`config.mk`:
```
export PLATFORM = sky130hd
export DESIGN_NAME = overwrite_oldest_ring_queue
export DESIGN_NICKNAME = d
export VERILOG_FILES = /design/src/rtl/core/ooq_pkg.sv /design/src/rtl/core/ooq_ram.sv /design/src/rtl/core/overwrite_oldest_ring_queue.sv
export SDC_FILE = /design/constraint.sdc
export NUM_CORES = 1
export LEC_CHECK = 0
export ABC_AREA = 1
export BUFFER_PORTS_ARGS = -buffer_cell sky130_fd_sc_hd__buf_2
export CAP_MARGIN = 20
export CORE_UTILIZATION = 56
export DETAILED_ROUTE_END_ITERATION = 16
export PLACE_DENSITY = 0.76
export SYNTH_ARGS = -nofsm -noshare
export SYNTH_HDL_FRONTEND = slang
export SYNTH_HIERARCHICAL = 1
export SYNTH_SLANG_ARGS = --single-unit
```
`constraint.sdc`:
```
create_clock -name clk_i -period 4 [get_ports clk_i]
set_input_delay 0 -clock clk_i [delete_from_list [all_inputs] [get_ports clk_i]]
set_output_delay 0 -clock clk_i [all_outputs]
set_load 0.02 [all_outputs]
```
`src/rtl/core/ooq_pkg.sv`:
```
// types, constants and helpers of the overwriting ring queue
`timescale 1ns / 1ps
package ooq_pkg;

  localparam int Depth    = 16;
  localparam int WordBits = 64;
  localparam int PtrW     = $clog2(Depth);
  localparam int OpW      = 2;
  localparam int PayW     = 64;
  localparam int OccW     = 5;

  typedef logic [PtrW-1:0]     ptr_t;
  typedef logic [WordBits-1:0] word_t;

  typedef enum logic [OpW-1:0] {
    OpPush   = 2'd0,
    OpPull   = 2'd1,
    OpStatus = 2'd2
  } opcode_e;

  // pointer increment with wrap at the last slot
  function automatic ptr_t ptr_adv(input ptr_t p);
    ptr_t r;
    if (p == PtrW'(Depth - 1)) begin
      r = '0;
    end else begin
      r = p + 1'b1;
    end
    return r;
  endfunction

endpackage

```
`src/rtl/core/ooq_ram.sv`:
```
// generic single-write, single-read ram with registered read data
`timescale 1ns / 1ps
module ooq_ram #(
  parameter int Width = 8,
  parameter int Depth = 16
) (
  input  logic                     clk_i,
  input  logic                     we_i,
  input  logic [$clog2(Depth)-1:0] waddr_i,
  input  logic [Width-1:0]         wdata_i,
  input  logic                     re_i,
  input  logic [$clog2(Depth)-1:0] raddr_i,
  output logic [Width-1:0]         rdata_o
);

  logic [Width-1:0] mem_q [Depth];
  logic [Width-1:0] rdata_q;

  always_ff @(posedge clk_i) begin
    if (we_i) begin
      mem_q[waddr_i] <= wdata_i;
    end
    if (re_i) begin
      rdata_q <= mem_q[raddr_i];
    end
  end

  assign rdata_o = rdata_q;

endmodule

```
`src/rtl/core/overwrite_oldest_ring_queue.sv`:
```
// overwriting ring queue: top level with slot memory and pointer logic
// an accepted command's result is registered and shown in the cycle after it, with done_o high
// throughput: one command per cycle; busy is low except for the first cycle after reset
// the slot memory's registered read sets the single result stage
// reset clears both pointers and the holds-data flag; slots hold garbage until pushed
// the receiver cannot stall: each result is shown for exactly one cycle
`timescale 1ns / 1ps
module overwrite_oldest_ring_queue (
  input  logic                      clk_i,
  input  logic                      rst_ni,
  input  logic                      start,
  output logic                      busy,
  input  logic [ooq_pkg::OpW-1:0]   opcode_i,
  input  logic [ooq_pkg::PayW-1:0]  push_word_i,
  output logic                      done_o,
  output logic [ooq_pkg::PayW-1:0]  pull_word_o,
  output logic                      pull_hit_o,
  output logic                      dropped_oldest_o,
  output logic [ooq_pkg::OccW-1:0]  occupancy_o
);

  import ooq_pkg::*;

  // pointer state
  ptr_t wr_ptr_q, wr_ptr_d;
  ptr_t rd_ptr_q, rd_ptr_d;
  logic hold_q, hold_d;

  // result stage
  logic            done_q, hit_q, drop_q;
  logic            hit_d, drop_d;
  logic [OccW-1:0] occ_q, occ_d;
  logic            busy_q;

  // memory side
  logic  mem_we, mem_re;
  word_t mem_rdata;

  logic       accept;
  logic [PtrW:0] diff;

  assign accept = start && !busy_q;

  // command decode and next pointer state
  always_comb begin
    wr_ptr_d = wr_ptr_q;
    rd_ptr_d = rd_ptr_q;
    hold_d   = hold_q;
    hit_d    = 1'b0;
    drop_d   = 1'b0;
    mem_we   = 1'b0;
    mem_re   = 1'b0;
    if (accept) begin
      case (opcode_e'(opcode_i))
        OpPush: begin
          // full queue: oldest entry is overwritten, read pointer follows
          if (hold_q && (wr_ptr_q == rd_ptr_q)) begin
            rd_ptr_d = ptr_adv(rd_ptr_q);
            drop_d   = 1'b1;
          end
          wr_ptr_d = ptr_adv(wr_ptr_q);
          hold_d   = 1'b1;
          mem_we   = 1'b1;
        end
        OpPull: begin
          // empty queue: nothing read, state unchanged
          if (hold_q || (wr_ptr_q != rd_ptr_q)) begin
            hit_d    = 1'b1;
            mem_re   = 1'b1;
            rd_ptr_d = ptr_adv(rd_ptr_q);
            if (wr_ptr_q == ptr_adv(rd_ptr_q)) begin
              hold_d = 1'b0;
            end
          end
        end
        default: begin
          // status query and unused code change nothing
        end
      endcase
    end
  end

  // occupancy after the command, from the next pointers
  always_comb begin
    diff = {1'b0, wr_ptr_d} - {1'b0, rd_ptr_d};
    if (wr_ptr_d == rd_ptr_d) begin
      occ_d = hold_d ? OccW'(Depth) : '0;
    end else if (wr_ptr_d > rd_ptr_d) begin
      occ_d = OccW'(diff);
    end else begin
      occ_d = OccW'((PtrW + 1)'(Depth) + diff);
    end
  end

  always_ff @(posedge clk_i or negedge rst_ni) begin
    if (!rst_ni) begin
      wr_ptr_q <= '0;
      rd_ptr_q <= '0;
      hold_q   <= 1'b0;
      done_q   <= 1'b0;
      hit_q    <= 1'b0;
      drop_q   <= 1'b0;
      occ_q    <= '0;
      busy_q   <= 1'b1;
    end else begin
      wr_ptr_q <= wr_ptr_d;
      rd_ptr_q <= rd_ptr_d;
      hold_q   <= hold_d;
      done_q   <= accept;
      hit_q    <= hit_d;
      drop_q   <= drop_d;
      busy_q   <= 1'b0;
      if (accept) begin
        occ_q <= occ_d;
      end
    end
  end

  // slot memory: push writes at the write pointer, pull reads at the read pointer
  ooq_ram #(
    .Width (WordBits),
    .Depth (Depth)
  ) u_slot_ram (
    .clk_i   (clk_i),
    .we_i    (mem_we),
    .waddr_i (wr_ptr_q),
    .wdata_i (push_word_i[WordBits-1:0]),
    .re_i    (mem_re),
    .raddr_i (rd_ptr_q),
    .rdata_o (mem_rdata)
  );

  assign busy             = busy_q;
  assign done_o           = done_q;
  assign pull_hit_o       = hit_q;
  assign dropped_oldest_o = drop_q;
  assign occupancy_o      = occ_q;
  // pulled beat comes straight from the ram output register
  assign pull_word_o      = hit_q ? PayW'(mem_rdata) : '0;

endmodule

```
---- Yosys cells after proc, flatten, opt, wreduce, memory -nomap -nowiden ----
Memory sizes are Yosys's and may differ from the RTL's. A register that Yosys moved wholly into a read port is not among the register bits.
Cells that the tools add are included.
word-level totals
  flip-flop bits (word level) ............. 18
  memory bits (writable) .................. 1024
  bits of input ports ..................... 69
  output and inout port bits .............. 73
  logic and storage cells ................. 55
  memories ................................ 1
memories
  memory            words  width  read ports  clocked after memory_dff  write ports  line           source
  u_slot_ram.mem_q  16     64     1           1                         1            ooq_ram.sv:16  logic [Width-1:0] mem_q [Depth];
cells by class
  add/subtract/negate cells ............... 4
  $lt $le $gt $ge ......................... 1
  equal/unequal tests ..................... 7
  multiplexer cells ....................... 29
  reduce and logical (&&, ||, !) cells .... 5
operator list
  operator                                                               number
  64-bit two-way mux                                                     1
  4-bit two-way mux                                                      10
  5-bit two-way mux                                                      3
  1-bit two-way mux                                                      13
  4-bit equality test                                                    3
  4-bit by 1-bit adder with 4-bit output, second input constant          2
  4-bit equality test, second input constant                             2
  4-bit one-hot mux with 2 select lines                                  1
  5-bit adder, first input constant                                      1
  4-bit by 4-bit subtractor with 5-bit output                            1
  4-bit > comparator                                                     1
  4-bit inequality test                                                  1
  2-bit by 1-bit equality test with 1-bit output, second input constant  1
  1-bit logical AND                                                      2
  2-bit logical NOT                                                      1
  1-bit one-hot mux with 2 select lines                                  1
  1-bit logical NOT                                                      1
  1-bit logical OR                                                       1

---- Longest topological paths before layout ----
Gate-level depths: netlist of run 1.
  word-level depth ........................ 12
  depth in mapped cells ................... 22
  gate-level depth less buffers ........... 22

---- By module ----
Netlist of run 1, hierarchy kept.
by module, submodules not included
  module                       instances  cells an instance  area each (um^2)  seq. area each (um^2)
  ooq_ram                      1          4210               45926.5           32671.3
  overwrite_oldest_ring_queue  1          298                1775.5            451.7

---- Worst setup path after synthesis of run 1 ----
Ideal clock, no wire load.
  kind .................................... flip-flop to flip-flop
  from .................................... reg busy_q, in the netlist busy
  to ...................................... mem u_slot_ram/mem_q[12][0] (netlist bit) (enable)
  library setup time ...................... 0.487 ns
  arrival ................................. 3.688 ns
  required time ........................... 3.513 ns
  slack ................................... -0.175 ns
  cell stages (with the launch flop) ...... 6
  path buffers ............................ 0
  clock period less this slack ............ 4.175 ns
  cells stage by stage .................... dfstp_2 nor2_4 inv_2 nor2_8 nand3_1 nor2_1
between the ends
  cells in the longest elaborated chain, start to end .. 5
RTL lines
  what                                     line                                source
  start, declared                          overwrite_oldest_ring_queue.sv:33   logic busy_q;
  start signal, assigned                   overwrite_oldest_ring_queue.sv:104  busy_q <= 1'b1;
  start signal, assigned                   overwrite_oldest_ring_queue.sv:112  busy_q <= 1'b0;
  1-bit logical NOT                        overwrite_oldest_ring_queue.sv:42   assign accept = start && !busy_q;
  1-bit logical AND                        overwrite_oldest_ring_queue.sv:42
  named net accept                         overwrite_oldest_ring_queue.sv:39   logic accept;
  1-bit two-way mux                        overwrite_oldest_ring_queue.sv:53   if (accept) begin
  named net mem_we                         overwrite_oldest_ring_queue.sv:36   logic mem_we, mem_re;
  1-bit two-way mux                        ooq_ram.sv:20                       if (we_i) begin
  1-bit two-way mux (not written as such)  ooq_ram.sv:21                       mem_q[waddr_i] <= wdata_i;
  end, declared                            ooq_ram.sv:16
The timed path passes the listed nets, and every way through them passes these cells.

---- Final worst setup path of run 1 ----
  from .................................... reg rd_ptr_q[0]
  to ...................................... reg occ_q[4], in the netlist occupancy_o[4]
between the ends
  elaborated cells on any way between the ends .. 26
  those cells by class .................... add/sub: 3; order compare: 1; eq/ne: 5; mux: 15; reduce/logical: 2
RTL lines
  what                                                            line                                                                  source
  start, declared                                                 overwrite_oldest_ring_queue.sv:26                                     ptr_t rd_ptr_q, rd_ptr_d;
  start signal, assigned                                          overwrite_oldest_ring_queue.sv:107                                    rd_ptr_q <= rd_ptr_d;
  4-bit by 1-bit adder with 4-bit output (tied with other cells)  ooq_pkg.sv:27                                                         r = p + 1'b1;
  4-bit two-way mux (tied with other cells)                       ooq_pkg.sv:24                                                         if (p == PtrW'(Depth - 1)) begin
  4-bit two-way mux, on equally long branches                     overwrite_oldest_ring_queue.sv:67, overwrite_oldest_ring_queue.sv:57
  4-bit one-hot mux with 2 select lines                           overwrite_oldest_ring_queue.sv:54                                     case (opcode_e'(opcode_i))
  4-bit two-way mux *                                             overwrite_oldest_ring_queue.sv:53
  named net rd_ptr_d[0]                                           overwrite_oldest_ring_queue.sv:26
  4-bit by 4-bit subtractor with 5-bit output                     overwrite_oldest_ring_queue.sv:85                                     diff = {1'b0, wr_ptr_d} - {1'b0, rd_ptr_d};
  5-bit adder                                                     overwrite_oldest_ring_queue.sv:91                                     occ_d = OccW'((PtrW + 1)'(Depth) + diff);
  5-bit two-way mux                                               overwrite_oldest_ring_queue.sv:88                                     end else if (wr_ptr_d > rd_ptr_d) begin
  5-bit two-way mux *                                             overwrite_oldest_ring_queue.sv:86                                     if (wr_ptr_d == rd_ptr_d) begin
  end signal, assigned                                            overwrite_oldest_ring_queue.sv:103                                    occ_q <= '0;
  end signal, assigned                                            overwrite_oldest_ring_queue.sv:114                                    occ_q <= occ_d;
  end, declared                                                   overwrite_oldest_ring_queue.sv:32                                     logic [OccW-1:0] occ_q, occ_d;
Mark *: on every way through the listed nets, which the timed path passes. The rest lies on a longest branch. The select of a mux whose other input is x is not followed.
A chain may end at the register's enable or synchronous reset.

==> results of run 1 <==
-- power groups by stage --
stage	sequential, mW	clock, mW	combinational, mW
3_5_place_dp	13.7	0	8.64
4_1_cts	13.4	10.2	8.77
3_3_place_gp	13.7	0	8.44
2_1_floorplan	13.6	0	6.89
5_1_grt	13.5	10.7	9.79
6_report	13.4	10.1	8.88
-- logic make-up after synthesis --
group	share of synthesized area, %
AND/OR/NAND/NOR	20.34
flip-flops	69.44
XOR/XNOR	0.1076
other	0.007861
adder cells (fa/ha/maj)	0.1311
buffers and inverters	9.726
AO/OA/AOI/OAI	0.2518
-- state kept, by name (all words and copies together) (netlist names) --
register and flops:
occupancy_o 5, hold_q 1, busy 1, wr_ptr_q 4, done_o 1, pull_hit_o 1
rd_ptr_q 4, u_slot_ram/mem_q 1024, dropped_oldest_o 1, u_slot_ram/rdata_o 64
-- cell type report --
class,count,area share (%)
Multi-Input combinational cell,2317,18.78
Clock buffer,128,5.345
Antenna cell,2,0.009344
Timing Repair Buffer,263,3.924
Tap cell,1134,2.649
Clock inverter,77,1.278
Inverter,867,6.139
Sequential cell,1106,61.87
-- what timing repair did --
action | 4_1_cts | 5_1_grt
hold buffers | 72 | 0
setup endpoints to repair | 0 | 0
hold endpoints to repair | 1058 | 0
-- cells in the final DEF, fill, tap and decap left out, drive strengths merged --
master / synthesis / layout
a21oi: 3 / 3
a22o: 1 / 1
a22oi: 1 / 1
buf: 192 / 191
bufinv: 0 / 11
clkbuf: 26 / 128
clkinv: 0 / 57
clkinvlp: 0 / 5
conb: 1 / 1
dfrtp: 17 / 17
dfstp: 1 / 1
diode: 0 / 2
dlygate4sd3: 0 / 72
edfxtp: 1088 / 1088
ha: 5 / 5
inv: 867 / 871
nand2: 1466 / 1466
nand3: 785 / 785
nand3b: 2 / 2
nand4: 1 / 1
nor2: 33 / 33
nor3: 1 / 1
o211ai: 1 / 1
o21ai: 8 / 8
o22ai: 1 / 1
o31ai: 2 / 2
o41ai: 1 / 1
xnor2: 1 / 1
xor2: 4 / 4
-- per-stage QoR --
step                hold WS, ns  power (mW)  worst slack (ns)
floorplan               -0.2956       20.46           -0.1749
global placement       -0.02560       22.11             1.024
detailed placement     -0.02860       22.31             1.003
CTS                      0.1643       32.42            0.4354
global route             0.1863       33.94           0.06511
finish                   0.1721       32.43            0.3069
-- worst min-delay path, delay by kind of cell --
kind | cells | cell delay (ns)
buf+inv | 3 | 0.73
simple gates | 1 | 0.06
-- routing by layer --
metal  up-vias  share of wire [%]  GRT usage, %
met4        10                2.7         8.880
met3       207                8.9         3.867
met1     15032                 40         35.53
met2      1452                 48         43.37
met5         -              0.059             0
li1      14828                  -             -
-- worst min-delay path by stage --
stage	to	slack, ns	cells after the start
after global routing	done_o	0.19	4
after global placement	dropped_oldest_o	-0.03	1
after floorplan	done_o	-0.30	0
final	done_o	0.17	4
after CTS	done_o	0.16	4
after detailed placement	dropped_oldest_o	-0.03	1
==> reports/metrics.cfg, run 1 <==
[critical_path]
crit_end=occupancy_o[4]
start_kind=flop
critPathBufInv=4
path_cells=inv_1 -> nand2_1 -> nand2_1 -> nor2_2 -> nand3_2 -> nand2_2 -> nand2_1 -> dlygate4sd3_1 -> o31ai_1 -> ha_1 -> inv_1 -> ha_1 -> inv_1 -> nand2_1 -> a21oi_1 -> nand2_1 -> nand2_1 -> nand2_1 -> a21oi_2
crit_family=simple AND/OR/NAND/NOR gates
regToRegStartpoint=rd_ptr_q[0]
arrival_ns=4.29
worstSetupStartpoint=rd_ptr_q[0]
reg2reg_to=occupancy_o[4]
cp_slowest_cell=dfrtp_4
cp_slowest_stage_delay_ns=0.83
cp.depth=19
reg2reg_depth=19
crit_top_cell=nand2_1
endpoint_kind=flop
required_ns=4.60
crit_type=flop to flop
cp_max_fo=44
ff2ff_setup_slack_ns=0.31

[final_layout]
multi_input_area_um2=10060
drive_above_1_share_pct=8.722
regArea_um2=33140
nFillCells=6237
area_growth_pct=12.29
fin_area_um2=53560
nNetsFinal=4738
layout.cells.non_filler=5894
fin_util_pct=63.80

[place]
portBuffers=141
dpl.cell_count=5615
place_hpwl_um=54950
gp_congestion=0.8010
place_area_um2=49290

[floorplanning]
io_pins=142
core_um2=83950
start_util_pct=56.82
rows=106
die_area_um2=86350
die_x_um=293.9
die_height_um=293.9

[logic_synthesis]
yosys_warnings=6
synth_cell_types=40
syn-cell-area_um2=47700
yosysSeqAreaShare_pct=69.44
synth_nets=4582
synth_edf_count=1088
synth_top_area_share_pct=68.49
yosysMostFrequentCell=nand2_1
synth_common_cells=1452 x nand2_1, 1088 x edfxtp_1, 857 x inv_1, 780 x nand3_1, 116 x buf_2
synth_area_per_cell_um2=10.58
synth.top_cells.by_area=edfxtp_1 68%, nand2_1 11%, nand3_1 8.2%
synth_seq_cells=1106
synthArstFlopShare_pct=1.627
synthFlopType=edfxtp_1
syn_inst=4508
yosysTopAreaCell=edfxtp_1

[sta]
maxSlewViolCount=0
setup_viol=0
grt_setup_unrepaired=no
fin_setup_tns_ns=0
fmax_mhz=270.8
timing.slew.headroom_pct=15.19
finalCriticalPeriod_ns=3.693
finalHoldViolations=0
worst_pin_slew_ns=1.272
fin_crit_sh_pct=92.33
worst_clock_skew_ns=0.03394

[routing]
dr_total_vias=31529
first_iter_violations=3481
first_pass_iters=6
wl_um=112200
wl_per_cell_um=19.03
ant_nets=0
drc=0
vias_per_cell=5.349

[grt]
grt_use_total_pct=26.16
grt_first_pass_wirelength_um=171700
grt_overflow=0
antenna_found_initial=6
grt_max_degree=208
grt_pass1_vias=30379

[outcome]
status=finished clean

[cts]
cts_sinks=1106
post_cts_buffers=0
cts_root_buf=clkbuf_16
ctsResizeCount=0
cts_tree=yes
numCtsBuffers=109
clk_path_buf_depth=3
clk_pin_slew_ns=0.06
htree_levels=3
insertion_delay_ns=0.68

[min_path]
hp-start=start
hold_path_class=primary input to flop

[power]
p_sw_share_pct=33.30
power.share.combinational_pct=27.4
p_per_area_nw_per_um2=605.4
p_leak_nw=23.21
ir_worst_vdd_uv=543.5
seqPwrFrac_pct=41.4
power_frac_clock_pct=31.2
intPower_mw=21.63
p_sw_mw=10.80

[run]
maxCapViolations=0

(Power assumes the default switching activity.)
==> run 2, diff against run 1 <==
--- a/config.mk
+++ b/config.mk
@@ -5,12 +5,12 @@
 export SDC_FILE = /design/constraint.sdc
 export NUM_CORES = 1
 export LEC_CHECK = 0
-export ABC_AREA = 1
-export BUFFER_PORTS_ARGS = -buffer_cell sky130_fd_sc_hd__buf_2
 export CAP_MARGIN = 20
-export CORE_UTILIZATION = 56
+export CORE_UTILIZATION = 57
 export DETAILED_ROUTE_END_ITERATION = 16
-export PLACE_DENSITY = 0.76
+export DONT_BUFFER_PORTS = 1
+export PLACE_DENSITY = 0.75
+export SKIP_LAST_GASP = 1
 export SYNTH_ARGS = -nofsm -noshare
 export SYNTH_HDL_FRONTEND = slang
 export SYNTH_HIERARCHICAL = 1
==> run 2 against run 1 <==
Flip-flop and latch count stayed put. Final cell count shrank 49%. Clock-buffer cell count up 2. Worst setup slack got worse by 0.027 ns. Clock power shrank 5%. Critical path depth down 9. Die area is 14% lower. Largest cell class unchanged.
==> reports/metrics.cfg, run 2 <==
[outcome]
status=finished clean

[final_layout]
final_common_cell=edfxtp_1
layout.cells.non_filler=3015
final_cell_mix=1088 x edfxtp_1, 256 x mux4_2, 128 x a22oi_1
nNetsFinal=2051
largest_reg_flops=1024
drive_above_1_share_pct=24.02
area_growth_pct=13.59
fin_area_um2=47510
largest_register=u_slot_ram/mem_q

[sta]
fin_crit_sh_pct=92.99
finalCriticalPeriod_ns=3.720
fin_setup_tns_ns=0
timing.slew.headroom_pct=21.42
worst_pin_slew_ns=1.179
grt_setup_unrepaired=no
maxSlewViolCount=0
setup_viol=0
worst_clock_skew_ns=0.01293
fmax_mhz=268.8
finalHoldViolations=0

[cts]
clk_path_buf_depth=3
cts_sinks=1106
clk_pin_slew_ns=0.06
cts_tree=yes
htree_levels=3
insertion_delay_ns=0.66
ctsHoldBuffers=71
post_cts_buffers=0
ctsResizeCount=0
numCtsBuffers=105
cts_root_buf=clkbuf_16

[power]
p_per_area_nw_per_um2=617.4
power_mw=29.34
p_leak_nw=14.94
ir_worst_vdd_uv=549.8

[min_path]
hold_path_class=primary input to flop
hp-start=opcode_i[1]
whs_path_depth=3
min_to=u_slot_ram/mem_q[0][5]

[routing]
drc=0
wl_per_cell_um=29.20
ant_nets=0
first_pass_iters=5
vias_per_cell=6.406
first_iter_violations=2096
dr_total_vias=19315
wl_um=88030

[grt]
grt_overflow=0
grt_first_pass_wirelength_um=130800
antenna_found_initial=6
grt_pass1_vias=20152
grt_use_total_pct=24.26
grt_max_degree=164

[critical_path]
ff2ff_setup_slack_ns=0.28
reg2reg_to=occupancy_o[4]
crit_type=flop to flop
arrival_ns=4.29
required_ns=4.57
cp_max_fo=7
reg2reg_depth=10
regToRegStartpoint=busy
endpoint_kind=flop
start_kind=flop

[floorplanning]
die_height_um=272.9
rows=98
io_pins=142
die_x_um=272.9
start_util_pct=58.02
core_um2=72100
die_area_um2=74470

[logic_synthesis]
yosysSeqAreaShare_pct=79.18
synth_area_per_cell_um2=22.81
synthSimpleGateAreaFrac_pct=2.390
synth_nets=1908
syn_inst=1834
yosysMostFrequentCell=edfxtp_1
synth_fa_ha_area_share_pct=0.1496
yosysTopAreaCell=edfxtp_1
synth_top_family_by_area=multiplexers
synth_cell_types=51
synth.top_cells.by_area=edfxtp_1 78%, mux4_2 14%, a22oi_1 2.3%
synth_edf_count=1088
synthMuxAreaShare_pct=14.03
synth_seq_cells=1106
syn-cell-area_um2=41830
yosys_warnings=6
synth-xor-area-share_pct=0.2842
synthArstFlopShare_pct=1.627
synthFlopType=edfxtp_1
synth_top_area_share_pct=78.10
synth_common_cells=1088 x edfxtp_1, 256 x mux4_2, 128 x a22oi_1, 79 x nand2_1, 65 x and2_1
synth_compound_area_share_pct=2.689

[place]
place_area_um2=43470
dpl.cell_count=2749
portBuffers=0
place_hpwl_um=44450
gp_congestion=0.8012

[run]
maxCapViolations=0

run 2: worst max path at each step:
stage	startpoint	endpoint	slack [ns]	cells past startpoint
2_1_floorplan	busy	u_slot_ram/mem_q[1][0]	-0.65	3
4_1_cts	busy	occupancy_o[4]	0.29	10
3_3_place_gp	rd_ptr_q[0]	occupancy_o[4]	0.76	10
3_5_place_dp	rd_ptr_q[2]	occupancy_o[3]	0.64	9
5_1_grt	busy	occupancy_o[4]	0.12	10
6_report	busy	occupancy_o[4]	0.28	10
run 2: logic make-up (layout without fill, tap and decap cells):
| family | Yosys count | after routing |
|---|---|---|
| AOI/OAI and AO/OA | 154 | 154 |
| xor gates and xnor gates | 10 | 10 |
| adders and majority gates | 5 | 5 |
| buffers and inverters | 101 | 328 |
| DFF | 1106 | 1106 |
| muxes | 265 | 265 |
| other | 1 | 5 |
| and+or+nand+nor | 192 | 192 |
run 2: area by class of cell:
class	count	area, µm²
multi-input cells	627	8348
repair buffers	129	1484
clock buffers	130	2806
well taps	950	1189
flip-flops and latches	1106	33130
fillers	4485	24580
inverters	8	30.03
clock inverters	61	515.5
diodes	4	10.01
run 2: critical path, cell delays in order, from the launching register on:
cell	delay, ns
dfstp_2	0.43
nor4b_4	0.43
dlygate4sd3_1	0.83
mux2i_1	0.45
nand2_1	0.12
mux2i_2	0.37
nor2_1	0.10
ha_1	0.23
or3_1	0.36
a21o_1	0.19
a21oi_1	0.12
run 2: layer usage:
metal	track usage, %	share of wire [%]
met1	32.98	39
met2	40.98	52
met3	3.726	6.9
met4	7.466	2.5
met5	0	0.025
run 2: where the power goes:
group	total, mW	switching (mW)	internal (mW)
clock	9.59	4.06	5.53
sequential	13.3	0.201	13.1
combinational	6.42	3.32	3.10
run 2: metrics by stage:
| stage | worst slack [ns] | util, % | hold slack (ns) |
|---|---|---|---|
| final | 0.2803 | 65.90 | 0.06911 |
| after global routing | 0.1169 | 65.89 | 0.06227 |
| after CTS | 0.2948 | 65.89 | 0.01877 |
| after detailed placement | 0.6401 | 60.29 | -0.2953 |
| after global placement | 0.7561 | 60.29 | -0.2952 |
| after floorplan | -0.6521 | - | -0.2956 |
